`src/hdl/mpq_pkg.sv`:
```
// Shared types and codes for the max-priority queue.
package mpq_pkg;

   typedef enum logic [1:0] {
      ST_DONE  = 2'd0,
      ST_FULL  = 2'd1,
      ST_EMPTY = 2'd2
   } status_type;

   localparam logic OP_INSERT = 1'b0;
   localparam logic OP_REMOVE = 1'b1;

   localparam int DataW = 32;
   localparam int PrioW = 16;
   localparam int OccW  = 7;

   // One queue entry as held by a cell.
   typedef struct packed {
      logic                    valid;
      logic signed [DataW-1:0] data;
      logic signed [PrioW-1:0] prio;
   } entry_type;

   // Per-cycle command broadcast to every cell.
   typedef struct packed {
      logic insert;
      logic remove;
   } cell_ctrl_type;

endpackage

```
`src/hdl/mpq_cell.sv`:
```
// One storage cell of the sorted shift array.
module mpq_cell (
   input  logic                  clock,
   input  logic                  reset,
   input  mpq_pkg::cell_ctrl_type ctrl,
   input  mpq_pkg::entry_type    new_entry,
   input  mpq_pkg::entry_type    left_entry,
   input  logic                  left_less,
   input  mpq_pkg::entry_type    right_entry,
   output mpq_pkg::entry_type    entry,
   output logic                  less
);
   import mpq_pkg::*;

   entry_type entry_ff;
   entry_type entry_in;

   // An empty cell counts as lower than any new entry; an equal priority stays
   // ahead so that earlier arrivals leave first.
   assign less  = !entry_ff.valid || (entry_ff.prio < new_entry.prio);
   assign entry = entry_ff;

   always_comb begin
      entry_in = entry_ff;
      if (ctrl.remove) begin
         entry_in = right_entry;
      end else if (ctrl.insert && less) begin
         if (left_less) begin
            entry_in = left_entry;
         end else begin
            entry_in = new_entry;
         end
      end
   end

   always_ff @(posedge clock) begin
      entry_ff.data <= entry_in.data;
      entry_ff.prio <= entry_in.prio;
      if (reset) begin
         entry_ff.valid <= 1'b0;
      end else begin
         entry_ff.valid <= entry_in.valid;
      end
   end

endmodule

```
`config.mk`:
```
export PLATFORM = sky130hd
export DESIGN_NAME = mpq_cell
export DESIGN_NICKNAME = d
export VERILOG_FILES = /design/src/hdl/mpq_pkg.sv /design/src/hdl/mpq_cell.sv
export SDC_FILE = /design/constraint.sdc
export NUM_CORES = 1
export LEC_CHECK = 0
export BUFFER_PORTS_ARGS = -buffer_cell sky130_fd_sc_hd__buf_2
export CAP_MARGIN = 40
export CORE_MARGIN = 4
export CORE_UTILIZATION = 44
export CTS_BUF_LIST = sky130_fd_sc_hd__clkbuf_8
export CTS_CLUSTER_SIZE = 28
export DETAILED_ROUTE_END_ITERATION = 7
export GPL_TIMING_DRIVEN = 0
export HOLD_SLACK_MARGIN = 0.05
export PLACE_DENSITY_LB_ADDON = 0.05
export SYNTH_ARGS = -nofsm -noshare
export SYNTH_HDL_FRONTEND = slang
export SYNTH_SLANG_ARGS = --single-unit
```
`constraint.sdc`:
```
create_clock -name clock -period 4.67 [get_ports clock]
set_input_delay 0.467 -clock clock [delete_from_list [all_inputs] [get_ports clock]]
set_output_delay 0.467 -clock clock [all_outputs]
set_load 0.03 [all_outputs]
```
# == After elaboration in Yosys (flattened, before gate mapping) ==
# Index checks and enable logic that the tools add are counted.
# totals
regBits,49
wordCells,11
# classes
magnitude_cmp,1
mux,3
reduce_logical,4
# ops
cell,count
two-way mux 49 bit,3
< comparator 16 bit,1
nonzero test 2 bit,1
logical AND 1 bit,1
zero test 1 bit,1
logical OR 1 bit,1

# == Longest topological paths before layout ==
# Gate-level depths: netlist of run 1.
# logic_depth
depth_word,5
depth_mapped,7

# == Worst setup path after synthesis of run 1 ==
# OpenSTA, ideal clock, no wires.
# synth_timing
path_kind,reg2reg
from,register entry_ff (netlist bit entry[13])
to,register entry_ff (netlist bit entry[0]) (enable)
setup_ns,0.404
arrival_ns,3.254
required_time_ns,4.266
path_slack_ns,1.012
path_stages_with_launch,7
path_buffers,0
synth_period_minus_slack_ns,3.658
cell_sequence,edfxtp_1 ha_1 a21oi_1 nor2b_1 or4b_4 o311ai_2 a21o_1
# synth_between
elab_chain_len,4
# synth_lines
item,line_no,rtl
"start, declared",mpq_cell.sv:15,entry_type entry_ff;
< comparator 16 bit,mpq_cell.sv:20,assign less = !entry_ff.valid || (entry_ff.prio < new_entry.prio);
logical OR 1 bit,mpq_cell.sv:20,
named net less,mpq_cell.sv:11,output logic less
logical AND 1 bit,mpq_cell.sv:27,end else if (ctrl.insert && less) begin
nonzero test 2 bit (no line),--,
# The timed path passes the listed nets, and every way through them passes these cells.
# A chain may end at the register's enable or synchronous reset.

# == Worst setup path after layout of run 1 ==
# layout_timing
from,register entry_ff (netlist bit entry[13])
to,output port less
# layout_between
elab_chain_len,2
# layout_lines
item,line_no
< comparator 16 bit,mpq_cell.sv:20
logical OR 1 bit,mpq_cell.sv:20
"end, declared",mpq_cell.sv:11
# No other way between the ends.

==> metrics.txt, run 1 <==
compound-cell area share of the yosys netlist 0.122; top-level port count slightly above 200; vias around 2700; WL/cell around 14 um; Pwr Total about 1.2 mW; CORE AREA ~0.0063 sq mm; crit path capture type primary output; Reg clk slew, reported paths around 0.09 ns; Max Cap Viol 0; placed inst area between 0.003 and 0.004 sq mm; ant diodes 0; first-pass GRT wire length 11400 um; GRT overflow 0; syn_area_per_cell roughly 11 sq um; simple-gate share of the synthesized area 0.0895; VDD IR max 0.164 mV; Post-synth ARST share 0; unrepaired setup endpoints after global routing no; hold crit path type in2reg; CP max FO 3; clock buffer depth 2; FF+latch count, synth between 40 and 50; endpoints failing setup 0; largest net degree at the start of global routing 33; DP Worst Slack roughly 1.7 ns; hold_ws between 0.3 and 0.4 ns; final hold violations 0; Most used DFF post-synth edfxtp_1; Iteration-0 DRC Markers between 50 and 60; crit path time final ~2.8 ns; synthesis-to-finish area growth 42.4%; DR vias/cell between 4 and 5; global placement routability congestion just under 0.8; Die W just under 90 um; Leak roughly 2.1 nW; mux share of post-synthesis cell area 0.170; Hold Buf Count CTS 0; post-layout instance area approximately 0.0041 sq mm; Clk Latency, worst-skew pair ~0.3 ns; Cell variety after synth 25; initial core utilization 0.453; num rows 29; CTS Buf Count 5; Mapped Nets 436; CTS tree built; Syn Std Cell Area between 0.002 and 0.003 sq mm; cell count after synthesis about 270; share of cells above drive strength 1 0.451; Slew HR 0.685; Final Max Slew Viols 0; die height 88.9 um; initial antenna violation count 0; DP HPWL roughly 6600 um; setup TNS 0 ns; antenna viol nets, final 0; run status completed; Max H-tree Level 2; gr usage total 0.189; postcts setup bufs 0; EDFF count, synth 48; Die Area between 0.007 and 0.008 sq mm; Post-Synth Adder-Cell Area 0.0652; Data required, critical path around 4.2 ns; Power per Cell Area slightly below 300 mW/mm^2; Layout Skew around 0.005 ns; Max Freq roughly 360 MHz; largest family of logic cells by synthesized area multiplexers; register area share after synthesis 0.508; fin crit share 0.590; PortBufs about 200; nets@finish 643; max reg flops 49; CTS Sinks 49; setup ws final 1.91 ns; First-pass DRT Iterations 4; post-CTS sizing 0; vias in the first global route between 2000 and 2500; post-synthesis xor/xnor area fraction 0; WL final ~8000 um; Slew @ Worst Pin about 0.46 ns; CTS root buf clkbuf_8; Arrival @ worst endpoint approximately 2.3 ns; crit path kind reg2out; DR DRC count 0; CP startpoint kind register; YS warnings 0
path summary, 6_finish.rpt:
kind | startpoint | endpoint | slack [ns] | cells after the start
setup / recovery | entry[13] | less | 1.91 | 6
hold / removal | reset | entry[48] | 0.33 | 2
setup reg to reg | entry[13] | entry[0] | 1.92 | 7
hold reg to reg | entry[48] | entry[48] | 0.57 | 2
cells in the final DEF, fill, tap and decap left out:
cell type,count
and4_1,1
nand2_1,50
a41o_1,1
edfxtp_1,48
ha_1,15
o311ai_0,1
inv_1,17
o2bb2ai_1,1
nor2_1,2
clkbuf_1,12
or4b_4,1
a21o_1,1
nand3_1,1
a2111oi_0,1
and4_2,1
clkinv_1,1
o311ai_2,1
buf_12,1
a21o_2,1
buf_2,204
o21ai_0,50
mux2i_1,49
dfxtp_1,1
nor2b_1,1
nor4_1,1
bufinv_16,1
a21oi_1,5
nand2b_1,2
clkbuf_8,5
a221oi_1,1
cell usage after synthesis (2+ instances only):
| library cell | instances | area [sq um] |
|---|---|---|
| mux2i_1 | 49 | 490 |
| inv_1 | 16 | 60.1 |
| clkbuf_1 | 12 | 45.0 |
| buf_2 | 5 | 25.0 |
| nand2_1 | 50 | 188 |
| edfxtp_1 | 48 | 1440 |
| a21o_1 | 2 | 15.0 |
| o21ai_0 | 50 | 250 |
| a21oi_1 | 5 | 25.0 |
| ha_1 | 15 | 188 |
| nand2b_1 | 2 | 12.5 |
| nor2_1 | 2 | 7.51 |
stage by stage:
step / cells / util
floorplan: 269 / -
global placement: 545 / 0.625
detailed placement: 546 / 0.629
CTS: 554 / 0.646
global route: 554 / 0.646
finish: 554 / 0.646
critical path, cell delays in order, from the launching register on:
cell	delay (ns)
edfxtp_1	0.41
ha_1	0.31
a21oi_1	0.15
nor2b_1	0.06
or4b_4	0.47
o311ai_2	0.31
buf_2	0.28
cell families after synthesis:
| group | count (synthesis) |
|---|---|
| AO/OA/AOI/OAI | 63 |
| AND/OR/NAND/NOR | 60 |
| multiplexers | 49 |
| adder cells (fa/ha/maj) | 15 |
| buffers and inverters | 33 |
| flip-flops | 49 |
metal layers:
metal | global-route usage | share of wire
met1 | 0.217 | 0.38
met2 | 0.337 | 0.51
met3 | 0.0673 | 0.10
met4 | 0.0453 | 0.0066
met5 | 0 | 0
power by group:
group / switching, mW / leakage, nW / internal (mW) / total (mW)
Sequential: 0.0151 / 0.502 / 0.540 / 0.555
Clock: 0.136 / 0.0570 / 0.156 / 0.292
Combinational: 0.212 / 1.56 / 0.133 / 0.346
area by class of cell:
class	instances	area, sq um
fill	557	2250
sequential	49	1460
multi-input combinational	187	1290
timing repair buffer	200	1020
tap	77	96.3
buffer	17	70.1
clock buffer	5	68.8
inverter	16	60.1
clock inverter	3	37.5
(Power assumes the default switching activity.)
==> inputs of run 2 (changes only) <==
--- a/config.mk
+++ b/config.mk
@@ -8,7 +8,7 @@
 export BUFFER_PORTS_ARGS = -buffer_cell sky130_fd_sc_hd__buf_2
 export CAP_MARGIN = 40
 export CORE_MARGIN = 4
-export CORE_UTILIZATION = 44
+export CORE_UTILIZATION = 43
 export CTS_BUF_LIST = sky130_fd_sc_hd__clkbuf_8
 export CTS_CLUSTER_SIZE = 28
 export DETAILED_ROUTE_END_ITERATION = 7
==> constraint.sdc (replaced) <==
create_clock -name clock -period 2.8 [get_ports clock]
set_input_delay 0.28 -clock clock [delete_from_list [all_inputs] [get_ports clock]]
set_output_delay 0.28 -clock clock [all_outputs]
set_load 0.03 [all_outputs]
==> run 2 against run 1 <==
  * Final cell count decreased by 0.18%
  * Global-route usage is 1.1 points higher
  * Count of clock-buffer cells in the layout unchanged
  * Routed wire length up 3.6%
  * Via count grew 2.9%
  * Sequential share of layout area hardly changed
  * Highest routed layer is now met5
==> metrics.txt, run 2 (synthesized netlist as in run 1, its figures left out) <==
hold_ws 0.132 ns; core occupancy in the finished layout 0.638; CP max stage cell a21o_4; Psw around 0.62 mW; die height between 80 and 90 um; Critical Path Source entry[13]; vias in the first global route ~2700; DP HPWL between 6000 and 7000 um; Die Area ~0.0081 sq mm; commonest non-fill, non-tap cell in the layout buf_2; reg2reg setup slack about 0.19 ns; setup TNS 0 ns; ant diodes 0; DR DRC count 0; Slew HR 0.598; Data required, critical path 2.74 ns; CTS tree built; Leak between 2 and 2.5 nW; commonest non-fill, non-tap cells in the layout 204 x buf_2, 50 x nand2_1, 50 x o21ai_0; PortBufs 199; RR Startpoint entry[13]; worst r2r dst entry[34]; largest net degree at the start of global routing between 40 and 50; Clk Latency, worst-skew pair around 0.30 ns; nets@finish 642; First-pass DRT Iterations 4; CTS Buf Count 5; Max H-tree Level 2; num rows 29; Clk pwr share 0.249; Logic pwr share 0.288; CP max FO 48; crit path time final 2.61 ns; Hold Buf Count CTS 0; CTS Sinks between 40 and 50; post-layout instance area roughly 0.0041 sq mm; share of cells above drive strength 1 0.450; initial core utilization 0.448; Layout Skew about 0.0056 ns; CP startpoint kind register; placed inst area approximately 0.0040 sq mm; run status completed; Power per Cell Area about 490 mW/mm^2; crit path kind reg2reg; gr usage total 0.200; CORE AREA between 0.006 and 0.007 sq mm; Arrival @ worst endpoint 2.56 ns; Max Cap Viol 0; first-pass GRT wire length approximately 13000 um; Slew @ Worst Pin ~0.60 ns; Critical Path Max Stage Delay between 0.5 and 0.6 ns; fin crit share 0.934; final hold violations 0; Reg clk slew, reported paths ~0.090 ns; max reg flops 49; synthesis-to-finish area growth 42.2%; setup ws final between 0.15 and 0.2 ns; DR vias/cell 4.98; top-level port count 202; GRT overflow 0; Switching Fraction 0.310; initial antenna violation count 1; DP Worst Slack ~0.15 ns; R2R depth 6; worst setup path endpoint entry[34]; post-CTS sizing 0; postcts setup bufs 0; crit path capture type register; part of the power in registers 0.463; Iteration-0 DRC Markers 114; Int Power ~1.4 mW; clock buffer depth 2; vias ~2800; endpoints failing setup 0; WL final 8310 um; crit path cell chain ha_1, a21oi_1, nor2b_1, or4b_4, o311ai_4, a21o_4; WL/cell about 15 um; hold crit path type in2reg; Die W about 90 um; unrepaired setup endpoints after global routing no; global placement routability congestion roughly 0.82; CTS root buf clkbuf_8; VDD IR max about 0.24 mV; Final Max Slew Viols 0; Max Freq roughly 380 MHz; antenna viol nets, final 0
[run 2: cell types whose count changed in the layout (fill, tap and decap cells not counted), sizes merged]
| cell | before | now |
|---|---|---|
| buf | 205 | 204 |
[run 2: final cells by class]
cell class / count / area [sq um]
Fill cell: 578 / 2330
Sequential cell: 49 / 1460
Multi-Input combinational cell: 187 / 1310
Timing Repair Buffer: 199 / 996
Tap cell: 77 / 96.3
Buffer: 17 / 70.1
Clock buffer: 5 / 68.8
Inverter: 16 / 60.1
Clock inverter: 3 / 37.5
[run 2: stage by stage]
stage | power [mW] | cells
6_report | 2.00 | 553
5_1_grt | 2.11 | 553
4_1_cts | 2.02 | 553
3_5_place_dp | 1.53 | 545
3_3_place_gp | 1.52 | 545
2_1_floorplan | 1.29 | 269
[run 2: worst min-delay path by stage]
stage,start,cells past startpoint,end
floorplan,reset,1,entry[48]
global placement,reset,2,entry[48]
detailed placement,reset,2,entry[48]
CTS,reset,2,entry[48]
global route,reset,2,entry[48]
finish,reset,2,entry[48]
[run 2: critical path: cells and delay by family (launching register included)]
family	cells	cell delay, ns
simple gates	2	0.55
compound gates	3	0.98
fa+ha+maj	1	0.30
flops	1	0.41
[run 2: routing by layer]
layer / track usage / vias to the layer above / wire (um)
met2: 0.353 / 130 / 4230
li1: - / 1386 / -
met1: 0.233 / 1229 / 3180
met4: 0.0498 / 2 / 65
met3: 0.0676 / 6 / 818
met5: 0 / - / 13
[run 2: power groups by stage]
| stage | clock [mW] | sequential [mW] | combinational, mW |
|---|---|---|---|
| final | 0.499 | 0.928 | 0.577 |
| after global routing | 0.539 | 0.936 | 0.632 |
| after CTS | 0.508 | 0.928 | 0.585 |
| after detailed placement | 0 | 0.944 | 0.583 |
| after global placement | 0 | 0.943 | 0.575 |
| after floorplan | 0 | 1.10 | 0.188 |
